$ cat src/kgat_pkg.sv
`timescale 1ns / 1ps
`default_nettype none

package kgat_pkg;

  // Item kinds carried in the func field
  localparam logic [1:0] FUNC_FULL = 2'd0;
  localparam logic [1:0] FUNC_HALF = 2'd1;
  localparam logic [1:0] FUNC_HOME = 2'd2;

  // Glyph layouts
  localparam logic [1:0] MODE_JIS     = 2'd0;
  localparam logic [1:0] MODE_HANGUL  = 2'd1;
  localparam logic [1:0] MODE_GAMEBOX = 2'd2;

  // Register indexes on the configuration port
  localparam int unsigned CFG_IDX_W = 3;
  localparam logic [CFG_IDX_W-1:0] REG_FONT_MODE    = 3'd0;
  localparam logic [CFG_IDX_W-1:0] REG_CHAR_WIDTH   = 3'd1;
  localparam logic [CFG_IDX_W-1:0] REG_LINE_HEIGHT  = 3'd2;
  localparam logic [CFG_IDX_W-1:0] REG_WINDOW_LEFT  = 3'd3;
  localparam logic [CFG_IDX_W-1:0] REG_WINDOW_TOP   = 3'd4;
  localparam logic [CFG_IDX_W-1:0] REG_RIGHT_LIMIT  = 3'd5;
  localparam logic [CFG_IDX_W-1:0] REG_BOTTOM_LIMIT = 3'd6;
  localparam logic [CFG_IDX_W-1:0] REG_NEWLINE_CODE = 3'd7;

  // JIS range bounds
  localparam logic [7:0]  JIS_LEAD_LO   = 8'h81;
  localparam logic [7:0]  JIS_LEAD_HI   = 8'h9F;
  localparam logic [7:0]  JIS_LEAD_E0   = 8'hE0;
  localparam logic [7:0]  JIS_LEAD_E0_SUB = 8'hC1;
  localparam logic [7:0]  JIS_TRAIL_LO  = 8'h40;
  localparam logic [7:0]  JIS_TRAIL_MID_HI = 8'h7F;
  localparam logic [7:0]  JIS_TRAIL_80  = 8'h80;
  localparam logic [7:0]  JIS_TRAIL_HI  = 8'hFC;
  localparam logic [7:0]  JIS_TRAIL_SUB = 8'h41;
  localparam logic [15:0] JIS_ROW_LEN   = 16'h00BC;
  localparam logic [15:0] GLYPH_BASE_JIS = 16'h0070;

  // Table layouts
  localparam logic [15:0] CODE_BASE       = 16'h8140;
  localparam logic [7:0]  HANGUL_HI_GAP   = 8'd7;
  localparam logic [7:0]  HANGUL_HI_SKIP  = 8'd3;
  localparam logic [7:0]  HANGUL_ROW_LEN  = 8'hBD;
  localparam logic [15:0] HANGUL_ENTRIES  = 16'd4713;
  localparam logic [15:0] GLYPH_BASE_TBL  = 16'h0080;
  localparam logic [15:0] GAMEBOX_ROW_LEN = 16'h00BB;
  localparam logic [15:0] GB_GAP0_AT      = 16'h0DE1;
  localparam logic [15:0] GB_GAP0_LEN     = 16'h01CD;
  localparam logic [15:0] GB_GAP1_AT      = 16'h0BB0;
  localparam logic [15:0] GB_GAP1_LEN     = 16'h012C;
  localparam logic [15:0] GB_GAP2_AT      = 16'h02EC;
  localparam logic [15:0] GB_GAP2_LEN     = 16'h0118;
  localparam logic [7:0]  GB_LO_SKIP      = 8'h3F;
  localparam logic [7:0]  GB_LO_SPLIT     = 8'h1C;
  localparam logic [15:0] GB_BASE_LOW     = 16'h007F;

  // Space-narrowing codes and the row that exempts some of them
  localparam logic [7:0]  SPACE_LEAD_HANGUL  = 8'h81;
  localparam logic [7:0]  SPACE_LEAD_GAMEBOX = 8'h91;
  localparam logic [7:0]  SPACE_TRAIL_A      = 8'h40;
  localparam logic [7:0]  SPACE_TRAIL_B      = 8'h41;
  localparam logic [15:0] EXEMPT_ROW         = 16'd295;

  typedef struct packed {
    logic [1:0] func;
    logic [7:0] lead_byte;
    logic [7:0] trail_byte;
  } in_item_t;

  typedef struct packed {
    logic        draw;
    logic [23:0] glyph_offset;
    logic [18:0] pixel_x;
    logic [15:0] pixel_y;
    logic        half_width;
    logic        out_of_range;
    logic        line_broken;
  } out_item_t;

  typedef struct packed {
    logic [1:0]  font_mode;
    logic [7:0]  char_width;
    logic [7:0]  line_height;
    logic [15:0] window_left;
    logic [15:0] window_top;
    logic [15:0] right_limit;
    logic [15:0] bottom_limit;
    logic [15:0] newline_code;
  } cfg_t;

  // Glyph lookup result handed to the cursor and result logic
  typedef struct packed {
    logic [23:0] offset;
    logic        oor;
    logic        narrow;
    logic        newline;
  } glyph_t;

  // Cursor status: position held before the current item and line-break flag
  typedef struct packed {
    logic [15:0] col;
    logic [15:0] row;
    logic        line_broken;
  } cur_t;

endpackage

`default_nettype wire

$ cat src/kgat_glyph_map.sv
`timescale 1ns / 1ps
`default_nettype none

module kgat_glyph_map #(
  parameter int FULL_GLYPH_BYTES = 32,
  parameter int HALF_GLYPH_BYTES = 16,
  parameter int FONT_STORE_BYTES = 262144
) (
  input  kgat_pkg::in_item_t item_i,
  input  kgat_pkg::cfg_t     cfg_i,
  input  logic [15:0]        row_i,
  output kgat_pkg::glyph_t   glyph_o
);

  logic [7:0]  lead;
  logic [7:0]  trail;
  logic [7:0]  jis_lead;
  logic [7:0]  jis_trail;
  logic [15:0] jis_idx;
  logic [15:0] code;
  logic [7:0]  hi_raw;
  logic [7:0]  hi_hg;
  logic [7:0]  lo_raw;
  logic [15:0] hg_prod;
  logic [15:0] hg_idx;
  logic [15:0] gb_idx;
  logic [7:0]  gb_lo;
  logic [15:0] full_idx;
  logic [23:0] offset;
  logic        narrow;

  assign lead  = item_i.lead_byte;
  assign trail = item_i.trail_byte;

  // JIS: bytes outside their ranges pass through unchanged
  always_comb begin
    if (lead >= kgat_pkg::JIS_LEAD_LO && lead <= kgat_pkg::JIS_LEAD_HI) begin
      jis_lead = lead - kgat_pkg::JIS_LEAD_LO;
    end else if (lead >= kgat_pkg::JIS_LEAD_E0) begin
      jis_lead = lead - kgat_pkg::JIS_LEAD_E0_SUB;
    end else begin
      jis_lead = lead;
    end
    if (trail >= kgat_pkg::JIS_TRAIL_LO && trail <= kgat_pkg::JIS_TRAIL_MID_HI) begin
      jis_trail = trail - kgat_pkg::JIS_TRAIL_LO;
    end else if (trail >= kgat_pkg::JIS_TRAIL_80 && trail <= kgat_pkg::JIS_TRAIL_HI) begin
      jis_trail = trail - kgat_pkg::JIS_TRAIL_SUB;
    end else begin
      jis_trail = trail;
    end
    jis_idx = {8'd0, jis_lead} * kgat_pkg::JIS_ROW_LEN + {8'd0, jis_trail}
              + kgat_pkg::GLYPH_BASE_JIS;
  end

  assign code   = {lead, trail} - kgat_pkg::CODE_BASE;
  assign hi_raw = code[15:8];
  assign lo_raw = code[7:0];

  // Patched hangul table: rows past the gap close up, short rows only
  always_comb begin
    hi_hg   = (hi_raw >= kgat_pkg::HANGUL_HI_GAP) ? hi_raw - kgat_pkg::HANGUL_HI_SKIP
                                                  : hi_raw;
    hg_prod = {8'd0, hi_hg} * {8'd0, kgat_pkg::HANGUL_ROW_LEN} + {8'd0, lo_raw};
    if (lo_raw < kgat_pkg::HANGUL_ROW_LEN && hg_prod < kgat_pkg::HANGUL_ENTRIES) begin
      hg_idx = hg_prod + kgat_pkg::GLYPH_BASE_TBL;
    end else begin
      hg_idx = kgat_pkg::GLYPH_BASE_TBL;
    end
  end

  // Game-box table: three gaps in the row space, one hole per row
  always_comb begin
    gb_idx = {8'd0, hi_raw} * kgat_pkg::GAMEBOX_ROW_LEN;
    if (gb_idx >= kgat_pkg::GB_GAP0_AT) gb_idx = gb_idx - kgat_pkg::GB_GAP0_LEN;
    if (gb_idx >= kgat_pkg::GB_GAP1_AT) gb_idx = gb_idx - kgat_pkg::GB_GAP1_LEN;
    if (gb_idx >= kgat_pkg::GB_GAP2_AT) gb_idx = gb_idx - kgat_pkg::GB_GAP2_LEN;
    gb_lo  = (lo_raw >= kgat_pkg::GB_LO_SKIP) ? lo_raw - 8'd1 : lo_raw;
    gb_idx = gb_idx + {8'd0, gb_lo};
    gb_idx = gb_idx + ((gb_lo >= kgat_pkg::GB_LO_SPLIT) ? kgat_pkg::GB_BASE_LOW
                                                        : kgat_pkg::GLYPH_BASE_TBL);
  end

  always_comb begin
    full_idx = '0;
    narrow   = 1'b0;
    case (cfg_i.font_mode)
      kgat_pkg::MODE_JIS: begin
        full_idx = jis_idx;
      end
      kgat_pkg::MODE_HANGUL: begin
        full_idx = hg_idx;
        narrow   = lead == kgat_pkg::SPACE_LEAD_HANGUL && trail == kgat_pkg::SPACE_TRAIL_A
                   && row_i != kgat_pkg::EXEMPT_ROW;
      end
      kgat_pkg::MODE_GAMEBOX: begin
        full_idx = gb_idx;
        narrow   = lead == kgat_pkg::SPACE_LEAD_GAMEBOX
                   && (trail == kgat_pkg::SPACE_TRAIL_A
                       || (trail == kgat_pkg::SPACE_TRAIL_B
                           && row_i != kgat_pkg::EXEMPT_ROW));
      end
      default: begin
        full_idx = '0;
      end
    endcase
  end

  always_comb begin
    if (item_i.func == kgat_pkg::FUNC_HALF) begin
      offset = {16'd0, lead} * 24'(HALF_GLYPH_BYTES);
    end else begin
      offset = {8'd0, full_idx} * 24'(FULL_GLYPH_BYTES);
    end
  end

  assign glyph_o.offset  = offset;
  assign glyph_o.oor     = {1'b0, offset} >= 25'(FONT_STORE_BYTES);
  assign glyph_o.narrow  = item_i.func == kgat_pkg::FUNC_FULL && narrow;
  assign glyph_o.newline = item_i.func == kgat_pkg::FUNC_FULL
                           && {lead, trail} == cfg_i.newline_code;

endmodule

`default_nettype wire

$ cat src/kgat_cursor.sv
`timescale 1ns / 1ps
`default_nettype none

module kgat_cursor #(
  parameter int EDGE_MARGIN = 0
) (
  input  logic             clk_i,
  input  logic             rst_ni,
  input  logic             step_i,
  input  logic [1:0]       func_i,
  input  kgat_pkg::glyph_t glyph_i,
  input  kgat_pkg::cfg_t   cfg_i,
  output kgat_pkg::cur_t   cur_o
);

  logic [15:0]        col_q, col_d;
  logic [15:0]        row_q, row_d;
  logic [15:0]        col_base;
  logic signed [17:0] col_reach;
  logic signed [17:0] row_reach;
  logic               col_wrap;
  logic               row_wrap;
  logic [15:0]        row_brk;
  logic               broken;

  assign col_base  = glyph_i.narrow ? col_q - 16'd1 : col_q;
  assign col_reach = $signed({2'b00, col_base} + {9'd0, cfg_i.char_width, 1'b0}
                             - 18'(EDGE_MARGIN));
  assign col_wrap  = col_reach >= $signed({2'b00, cfg_i.right_limit});
  assign row_reach = $signed({2'b00, row_q} + {9'd0, cfg_i.line_height, 1'b0}
                             - 18'(EDGE_MARGIN));
  assign row_wrap  = row_reach >= $signed({2'b00, cfg_i.bottom_limit});
  assign row_brk   = row_wrap ? cfg_i.window_top : row_q + {8'd0, cfg_i.line_height};

  always_comb begin
    col_d  = col_q;
    row_d  = row_q;
    broken = 1'b0;
    case (func_i)
      kgat_pkg::FUNC_FULL, kgat_pkg::FUNC_HALF: begin
        broken = glyph_i.newline || col_wrap;
        if (broken) begin
          col_d = cfg_i.window_left;
          row_d = row_brk;
        end else begin
          col_d = col_base + {8'd0, cfg_i.char_width};
        end
      end
      kgat_pkg::FUNC_HOME: begin
        col_d = cfg_i.window_left;
        row_d = cfg_i.window_top;
      end
      default: begin
        col_d = col_q;
      end
    endcase
  end

  always_ff @(posedge clk_i or negedge rst_ni) begin
    if (!rst_ni) begin
      col_q <= '0;
      row_q <= '0;
    end else if (step_i) begin
      col_q <= col_d;
      row_q <= row_d;
    end
  end

  assign cur_o.col         = col_q;
  assign cur_o.row         = row_q;
  assign cur_o.line_broken = broken;

endmodule

`default_nettype wire

$ cat src/kanji_glyph_address_and_text_cursor.sv
`timescale 1ns / 1ps
`default_nettype none

// Kanji glyph addresser and text cursor.
//
// Input channel: one beat per character or command (func, lead_byte,
// trail_byte). Output channel: one beat per input beat, in order, giving
// the glyph offset in the font store and the pixel position of the
// cursor as it stood before the item, plus wrap and range flags.
// Configuration: write cfg_data_i to register cfg_idx_i when cfg_we_i is
// high; write only while no item is in flight.
//
// Pipeline: an item passes through the input register, then the result
// register, before its result beat leaves. Throughput: one item per
// cycle while the receiver does not stall; the cursor update is a single
// add-and-compare loop.
//
// Reset clears both valid bits and the cursor (column 0, row 0) and loads
// the default layout registers. When the receiver stalls, the result
// register holds its beat; the input register keeps taking one more beat
// and then raises in_stall_o until the result moves on.
module kanji_glyph_address_and_text_cursor #(
  parameter int FULL_GLYPH_BYTES = 32,
  parameter int HALF_GLYPH_BYTES = 16,
  parameter int FONT_STORE_BYTES = 262144,
  parameter int EDGE_MARGIN      = 0
) (
  input  logic                             clk_i,
  input  logic                             rst_ni,
  input  logic                             in_valid_i,
  output logic                             in_stall_o,
  input  kgat_pkg::in_item_t               in_data_i,
  output logic                             out_valid_o,
  input  logic                             out_stall_i,
  output kgat_pkg::out_item_t              out_data_o,
  input  logic                             cfg_we_i,
  input  logic [kgat_pkg::CFG_IDX_W-1:0]   cfg_idx_i,
  input  logic [15:0]                      cfg_data_i
);

  kgat_pkg::cfg_t      cfg_q;
  kgat_pkg::in_item_t  in_q;
  logic                in_valid_q;
  kgat_pkg::out_item_t out_q, out_d;
  logic                out_valid_q;
  logic                step;
  logic                in_take;
  kgat_pkg::glyph_t    glyph;
  kgat_pkg::cur_t      cur;

  // Move the held item into the result register when that register frees up
  assign step       = in_valid_q && (!out_valid_q || !out_stall_i);
  assign in_stall_o = in_valid_q && !step;
  assign in_take    = in_valid_i && !in_stall_o;

  // Configuration registers
  always_ff @(posedge clk_i or negedge rst_ni) begin
    if (!rst_ni) begin
      cfg_q.font_mode    <= kgat_pkg::MODE_JIS;
      cfg_q.char_width   <= 8'd2;
      cfg_q.line_height  <= 8'd16;
      cfg_q.window_left  <= 16'd0;
      cfg_q.window_top   <= 16'd0;
      cfg_q.right_limit  <= 16'd80;
      cfg_q.bottom_limit <= 16'd400;
      cfg_q.newline_code <= 16'd0;
    end else if (cfg_we_i) begin
      case (cfg_idx_i)
        kgat_pkg::REG_FONT_MODE:    cfg_q.font_mode    <= cfg_data_i[1:0];
        kgat_pkg::REG_CHAR_WIDTH:   cfg_q.char_width   <= cfg_data_i[7:0];
        kgat_pkg::REG_LINE_HEIGHT:  cfg_q.line_height  <= cfg_data_i[7:0];
        kgat_pkg::REG_WINDOW_LEFT:  cfg_q.window_left  <= cfg_data_i;
        kgat_pkg::REG_WINDOW_TOP:   cfg_q.window_top   <= cfg_data_i;
        kgat_pkg::REG_RIGHT_LIMIT:  cfg_q.right_limit  <= cfg_data_i;
        kgat_pkg::REG_BOTTOM_LIMIT: cfg_q.bottom_limit <= cfg_data_i;
        kgat_pkg::REG_NEWLINE_CODE: cfg_q.newline_code <= cfg_data_i;
        default: begin
        end
      endcase
    end
  end

  // Input register: valid resets, payload does not
  always_ff @(posedge clk_i or negedge rst_ni) begin
    if (!rst_ni) begin
      in_valid_q <= 1'b0;
    end else if (in_take) begin
      in_valid_q <= 1'b1;
    end else if (step) begin
      in_valid_q <= 1'b0;
    end
  end

  always_ff @(posedge clk_i) begin
    if (in_take) begin
      in_q <= in_data_i;
    end
  end

  kgat_glyph_map #(
    .FULL_GLYPH_BYTES(FULL_GLYPH_BYTES),
    .HALF_GLYPH_BYTES(HALF_GLYPH_BYTES),
    .FONT_STORE_BYTES(FONT_STORE_BYTES)
  ) u_glyph_map (
    .item_i (in_q),
    .cfg_i  (cfg_q),
    .row_i  (cur.row),
    .glyph_o(glyph)
  );

  kgat_cursor #(
    .EDGE_MARGIN(EDGE_MARGIN)
  ) u_cursor (
    .clk_i  (clk_i),
    .rst_ni (rst_ni),
    .step_i (step),
    .func_i (in_q.func),
    .glyph_i(glyph),
    .cfg_i  (cfg_q),
    .cur_o  (cur)
  );

  // Assemble the result beat; home and the unused func code report all zeros
  always_comb begin
    out_d = '0;
    case (in_q.func)
      kgat_pkg::FUNC_FULL, kgat_pkg::FUNC_HALF: begin
        out_d.pixel_x     = {cur.col, 3'b000};
        out_d.pixel_y     = cur.row;
        out_d.line_broken = cur.line_broken;
        if (!glyph.newline) begin
          out_d.draw         = !glyph.oor;
          out_d.glyph_offset = glyph.offset;
          out_d.half_width   = in_q.func == kgat_pkg::FUNC_HALF;
          out_d.out_of_range = glyph.oor;
        end
      end
      default: begin
        out_d = '0;
      end
    endcase
  end

  // Result register: load on step, drop valid once the beat is taken
  always_ff @(posedge clk_i or negedge rst_ni) begin
    if (!rst_ni) begin
      out_valid_q <= 1'b0;
    end else if (step) begin
      out_valid_q <= 1'b1;
    end else if (!out_stall_i) begin
      out_valid_q <= 1'b0;
    end
  end

  always_ff @(posedge clk_i) begin
    if (step) begin
      out_q <= out_d;
    end
  end

  assign out_valid_o = out_valid_q;
  assign out_data_o  = out_q;

  // A drawn glyph is never flagged out of range
  assert property (@(posedge clk_i) disable iff (!rst_ni)
    out_valid_o |-> !(out_data_o.draw && out_data_o.out_of_range))
    else $error("draw and out_of_range both set");

  // The cursor only moves when an item passes into the result register
  assert property (@(posedge clk_i) disable iff (!rst_ni)
    !step |=> (cur.col == $past(cur.col)) && (cur.row == $past(cur.row)))
    else $error("cursor moved without an item");

  // A character result reports the row held before the item
  assert property (@(posedge clk_i) disable iff (!rst_ni)
    (step && (in_q.func == kgat_pkg::FUNC_FULL || in_q.func == kgat_pkg::FUNC_HALF))
    |=> out_data_o.pixel_y == $past(cur.row))
    else $error("pixel_y does not match the old cursor row");

endmodule

`default_nettype wire
$ cat config.mk
export PLATFORM = sky130hd
export DESIGN_NAME = kanji_glyph_address_and_text_cursor
export DESIGN_NICKNAME = d
export VERILOG_FILES = /design/src/kgat_pkg.sv /design/src/kgat_glyph_map.sv /design/src/kgat_cursor.sv /design/src/kanji_glyph_address_and_text_cursor.sv
export SDC_FILE = /design/constraint.sdc
export NUM_CORES = 1
export LEC_CHECK = 0
export ABC_AREA = 0
export BUFFER_PORTS_ARGS = -buffer_cell sky130_fd_sc_hd__buf_2
export CAP_MARGIN = 10
export CORE_MARGIN = 2
export CORE_UTILIZATION = 30
export DETAILED_ROUTE_END_ITERATION = 8
export MAX_ROUTING_LAYER = met4
export PLACE_DENSITY_LB_ADDON = 0.3
export REMOVE_ABC_BUFFERS = 1
export SYNTH_ARGS = -nofsm -noshare
export SYNTH_HDL_FRONTEND = slang
export SYNTH_SLANG_ARGS = --single-unit
$ cat constraint.sdc
create_clock -name clk_i -period 15.55 [get_ports clk_i]
set_clock_uncertainty 0.05 [all_clocks]
set_input_delay 0.7775 -clock clk_i [delete_from_list [all_inputs] [get_ports clk_i]]
set_output_delay 0.7775 -clock clk_i [all_outputs]
set_load 0.02 [all_outputs]
## After elaboration in Yosys (flattened, before gate mapping)

Cells that the tools add are included.

- Add/sub/neg operators: 21
- Multipliers: 3
- Order comparisons: 18
- Equal/unequal tests: 19
- Mux-type cells: 24
- Bitwise gates (word level): 1
- Reduce and logical (&&, ||, !) cells: 38

Operators with widths:

| kind | number |
|---|---|
| two-way mux 16 bit | 8 |
| adder 16 x 8 -> 16 bit | 5 |
| one-hot mux 16 bit (2 select lines) | 2 |
| two-way mux 8 bit | 7 |
| one-hot mux 16 bit (3 select lines) | 1 |
| subtractor 16 x 9 -> 16 bit, second input constant | 3 |
| greater-or-equal comparator 18 x 17 -> 1 bit | 2 |
| adder 16 x 9 -> 17 bit | 2 |
| greater-or-equal comparator 16 x 12 -> 1 bit, second input constant | 2 |
| multiplier 8 x 8 -> 16 bit, second input constant | 2 |
| greater-or-equal comparator 8 bit, second input constant | 3 |
| greater-or-equal comparator 21 x 19 -> 1 bit, second input constant | 1 |
| two-way mux 21 bit | 1 |
| AND reduction 2 bit | 9 |
| adder 16 bit | 1 |
| adder 16 x 7 -> 16 bit, second input constant | 1 |
| adder 16 x 8 -> 16 bit, second input constant | 1 |
| == test 16 bit | 1 |
| == test 8 x 7 -> 1 bit, second input constant | 2 |
| == test 8 bit, second input constant | 2 |
| greater-or-equal comparator 16 x 10 -> 1 bit, second input constant | 1 |
| less-or-equal comparator 8 bit, second input constant | 2 |
| less-than comparator 16 x 13 -> 1 bit, second input constant | 1 |
| != test 16 x 9 -> 1 bit, second input constant | 1 |
| 30 further kinds | 63 |

- Register bits: 213
- Input port bits: 42
- Output and inout port bits: 65
- Word-level logic and storage cells: 147

## Longest topological paths before layout

- Word-level depth: 14
- Depth in mapped cells: 50
- Mapped depth without buffers: 46

## Hierarchy

Synthesis repeated with hierarchy kept, for this count alone.

- Cells, all modules: 2,099
- Area, all modules: 20,357.0 um^2

Modules (own cells, without submodules):

| module | instances | cells an instance | area each (um^2) | seq. area each (um^2) |
|---|---|---|---|---|
| kgat_glyph_map | 1 | 1,136 | 8,982.4 | 0.0 |
| kanji_glyph_address_and_text_cursor | 1 | 372 | 6,682.7 | 4,853.4 |
| kgat_cursor | 1 | 591 | 4,692.0 | 800.8 |

## Worst setup path before layout

Ideal clock, no wire load.

- Path type: reg-to-reg
- Start point: reg in_q[11] (netlist name)
- End point: reg out_q (netlist bit out_data_o[53]), data pin
- Setup time: 0.266 ns
- Arrival: 11.230 ns
- Required time: 15.234 ns
- Path slack: 4.005 ns
- Stages on the path, launching flop included: 47
- Buffers on the path: 4
- Clock period less this slack: 11.545 ns
- Cell sequence: edfxtp_1 > buf_6 > or4_1 > buf_2 > nand2b_1 > xor2_1 > xnor2_1 > fa_1 > inv_1 > fa_1 > inv_1 > fa_1 > inv_1 > ha_1 > nand2_1 > a211oi_1 > o21ai_0 > o31ai_1 > [... 11 more ...] > xnor2_4 > a2111oi_1 > nand2_1 > a21oi_1 > xnor2_1 > fa_1 > ha_1 > a21o_1 > a21o_1 > a21oi_1 > o21bai_1 > a21oi_1 > inv_1 > a21oi_1 > o21ba_2 > xnor2_1 > a222oi_1 > nor2_1

- Word-level cells in the longest chain between the ends: 12
- Elaborated cells on any way between the ends: 38
- Classes of those cells: add/sub: 13; mul: 3; order compare: 8; eq/ne: 1; mux: 9; reduce/logical: 4

RTL lines:

| what | line | RTL |
|---|---|---|
| from (decl) | kanji_glyph_address_and_text_cursor.sv:42 | `kgat_pkg::in_item_t in_q;` |
| from (signal assigned) | kanji_glyph_address_and_text_cursor.sv:96 | `in_q <= in_data_i;` |
| subtractor 16 bit | kgat_glyph_map.sv:55 | `assign code = {lead, trail} - kgat_pkg::CODE_BASE;` |
| multiplier 8 x 8 -> 16 bit | kgat_glyph_map.sv:73 | `gb_idx = {8'd0, hi_raw} * kgat_pkg::GAMEBOX_ROW_LEN;` |
| subtractor 16 x 9 -> 16 bit or greater-or-equal comparator 16 x 12 -> 1 bit (tied branches) | kgat_glyph_map.sv:74 | `if (gb_idx >= kgat_pkg::GB_GAP0_AT) gb_idx = gb_idx - kgat_pkg::GB_GAP0_LEN;` |
| two-way mux 16 bit | kgat_glyph_map.sv:74 |  |
| subtractor 16 x 9 -> 16 bit or greater-or-equal comparator 16 x 12 -> 1 bit (tied branches) | kgat_glyph_map.sv:75 | `if (gb_idx >= kgat_pkg::GB_GAP1_AT) gb_idx = gb_idx - kgat_pkg::GB_GAP1_LEN;` |
| two-way mux 16 bit | kgat_glyph_map.sv:75 |  |
| subtractor 16 x 9 -> 16 bit or greater-or-equal comparator 16 x 10 -> 1 bit (tied branches) | kgat_glyph_map.sv:76 | `if (gb_idx >= kgat_pkg::GB_GAP2_AT) gb_idx = gb_idx - kgat_pkg::GB_GAP2_LEN;` |
| two-way mux 16 bit | kgat_glyph_map.sv:76 |  |
| adder 16 x 8 -> 16 bit | kgat_glyph_map.sv:78 | `gb_idx = gb_idx + {8'd0, gb_lo};` |
| adder 16 bit | kgat_glyph_map.sv:79 | `gb_idx = gb_idx + ((gb_lo >= kgat_pkg::GB_LO_SPLIT) ? kgat_pkg::GB_BASE_LOW` |
| one-hot mux 16 bit (3 select lines) | kgat_glyph_map.sv:86 | `case (cfg_i.font_mode)` |
| two-way mux 21 bit | kgat_glyph_map.sv:109 | `if (item_i.func == kgat_pkg::FUNC_HALF) begin` |
| to (signal assigned) | kanji_glyph_address_and_text_cursor.sv:157 | `out_q <= out_d;` |
| to (decl) | kanji_glyph_address_and_text_cursor.sv:44 | `kgat_pkg::out_item_t out_q, out_d;` |

Several ways; a longest one is shown, not always the timed one.
A chain may end at the register's enable or synchronous reset.

## Worst setup path in the final report

- Start point: reg in_q[11] (netlist name)
- End point: reg out_q (netlist bit out_data_o[52]), data pin

The elaborated chain is that of the path after synthesis.

==> summary.txt <==
Timing
  – Fin Setup TNS: 0 ns
  – RSZ-0062 raised after global routing: false
  – Hold Violations, Final: 0
  – Worst-margin pin slew: 1.182 ns
  – # setup viols final: 0
  – Fin Hold WS: 0.1921 ns
  – Max-slew violations: 0
  – Slew HR: 0.2039
  – Tmin final: 12.95 ns
  – Final period util: 0.8325
  – FMAX: 77.25 MHz

Clocking
  – Clk slew on worst S/H paths: 0.07 ns
  – CTS Sinks: 203
  – CTS tree: yes
  – Maximum root-to-sink buffer count: 3
  – # Post-CTS Setup Buffers: 0
  – Root Buffer: clkbuf_16
  – Worst-Skew Late Latency: 0.58 ns
  – CTS Hold Buffers Added: 0
  – Gates resized, CTS repair: 0
  – H-tree level count: 1
  – CTS Buf Count: 27

Global routing
  – Vias in the first global route: 14940
  – GRT Total Usage: 0.1601
  – Largest net degree at the start of global routing: 77
  – Initial antenna violation count: 8
  – Gr ovfl total: 0
  – First-pass GRT wire length: 83.80 mm

Critical path
  – Worst Path Required: 15.79 ns
  – Cell mode on critical path: xnor2_1
  – Critical Path AT: 13.19 ns
  – Slowest-stage cell, CP: or4_1
  – Worst Setup End Kind: flop
  – CP peak stage delay: 0.70 ns
  – Critical Path Source Type: flop
  – Worst Path Max Fanout: 14
  – Critical path class: flop to flop

Synth
  – Share of the synthesized area in the top cell type: 0.1596
  – Cell Area, Synth: 0.01960 sq mm
  – Seq/Total Area, Yosys: 0.2778
  – Distinct cell type count after synthesis: 98
  – EDFF count, synth: 71
  – XOR/XNOR share of the synthesized area: 0.09097
  – Synth area leader: dfrtp_1
  – Top_reg_cell synth: dfrtp_1
  – Yosys Warn Count: 0
  – Avg Cell Area, Syn: 9.505 sq um
  – Fraction of the mapped netlist area in simple logic gates: 0.1300
  – #FFs+latches synth: 203
  – Synth Area in Compound Gates: 0.1382
  – Post-synthesis mux area share: 0.07291
  – Asr flop ratio synth: 0.6502
  – Largest family of logic cells by synthesized area: adder cells
  – Post-synthesis adder-cell area fraction: 0.2213
  – Synth area leaders: dfrtp_1 16%, ha_1 14%, edfxtp_1 11%
  – Mapped Cells: 2062

Route
  – Met3 wire length: 2.519 mm
  – Post-Route WL: 52.35 mm
  – Vias per cell: 4.918
  – Post-DRT Antenna Nets: 0
  – Initial drt markers: 833
  – Top Layer Used: met4
  – WL met2: 23.96 mm
  – Number of iterations in the first detailed-routing pass: 8
  – Met1 Routed Length: 25.03 mm
  – Mean routed wirelength per cell: 17.38 microns
  – Via count: 14810
  – Residual DRC count: 0

Floorplan
  – Initial Util: 0.3040
  – Die Y: 259.6 microns
  – Rows: 93
  – IO Count: 107
  – Core ar.: 0.06446 sq mm
  – Die ar.: 0.06739 sq mm
  – Die Span X: 259.6 microns

Cells and area
  – Area grow syn2layout: 11.66%
  – Layout cells sized above 1: 0.1382
  – Nets: 2471
  – Layout fillers: 6680
  – Post-route insts no fill: 3012

Worst hold path
  – Worst min path class: input port to asynchronous set/reset pin

Place
  – Final Wtd Congestion: 0.9429
  – Port-buffer cells: 96
  – Dpl cells: 2954
  – Detailed Place HPWL: 40.77 mm

Run
  – Max Cap Viol: 0

Run status
  – Outcome: finished clean
[worst paths after layout]
kind	start	endpoint	slack (ns)	depth (start not counted)
max	in_q[11]	out_data_o[52]	2.60	42
min	rst_ni	cfg_q[19]	0.19	1
max reg2reg	in_q[11]	out_data_o[52]	2.60	42
min reg2reg	in_valid_q	out_valid_o	0.44	1
min in group clk_i	in_data_i[17]	in_q[17]	0.32	1
max in group asynchronous	rst_ni	u_cursor.col_q[11]	14.00	2
[kinds of logic after synthesis]
family / after synthesis
simple gates: 496
compound gates: 392
buf+inv: 341
fa+ha+maj: 301
flops: 203
xor+xnor: 198
mux: 130
other cells: 1
[cells in the final DEF (no fill, tap or decap), types with 23 or more instances in the layout]
cell         n
inv_1      260
ha_1       225
xnor2_1    134
dfrtp_1    125
nor2_1     110
nand2_1    109
a21oi_1    105
mux2_2      98
buf_2       95
fa_1        76
edfxtp_1    71
o21ai_0     65
xor2_1      59
nor2b_1     52
a21o_1      51
nor3_1      46
o21bai_1    36
nand3_1     33
mux2i_1     31
clkbuf_16   30
nand2b_1    23
[area by class of cell]
class	instances	area [sq um]	area share
Antenna cell	8	20.02	0.0009148
Clock buffer	35	779.5	0.03562
Clock inverter	15	151.4	0.006918
Inverter	261	979.7	0.04477
Multi-Input combinational cell	1527	12860	0.5878
Sequential cell	203	5444	0.2488
Tap cell	855	1070	0.04889
Timing Repair Buffer	108	576.8	0.02636
[cells in the mapped netlist, types with 23 or more instances]
library cell	number
a21o_1	51
a21oi_1	105
clkbuf_1	57
dfrtp_1	125
edfxtp_1	71
fa_1	76
ha_1	225
inv_1	260
mux2_2	98
mux2i_1	31
nand2_1	109
nand2b_1	23
nand3_1	33
nor2_1	110
nor2b_1	52
nor3_1	47
o21ai_0	65
o21bai_1	37
xnor2_1	134
xor2_1	59
[worst max-delay path: cells and delay by family (launching register included)]
| kind | cells | cell delay [ns] |
|---|---|---|
| AOI/OAI and AO/OA | 13 | 4.15 |
| adders and majority gates | 7 | 2.87 |
| xor gates and xnor gates | 8 | 2.42 |
| and+or+nand+nor | 11 | 2.07 |
| DFF | 1 | 0.58 |
| buffers and inverters | 3 | 0.51 |
[registers in the layout, indices dropped and copies added (netlist names)]
signal	flops
u_cursor.col_q	16
u_cursor.row_q	16
in_valid_q	1
in_q	18
out_valid_o	1
out_data_o	53
cfg_q	98
[metrics by stage]
step	setup slack, ns	utilization	cell area (sq um)
2_1_floorplan	3.858	-	19270
3_3_place_gp	3.092	0.3247	20930
3_5_place_dp	2.749	0.3247	20930
4_1_cts	2.700	0.3392	21860
5_1_grt	1.458	0.3395	21880
6_report	2.604	0.3395	21880
[metal layers]
metal / vias up / global-route usage
li1: 7270 / -
met1: 7217 / 0.2173
met2: 276 / 0.2534
met3: 49 / 0.02437
met4: 0 / 0.03145
met5: - / -
Power is left out: the tool's default activity adds up to more than one toggle a clock period on the data nets, which glitch-free logic cannot reach.
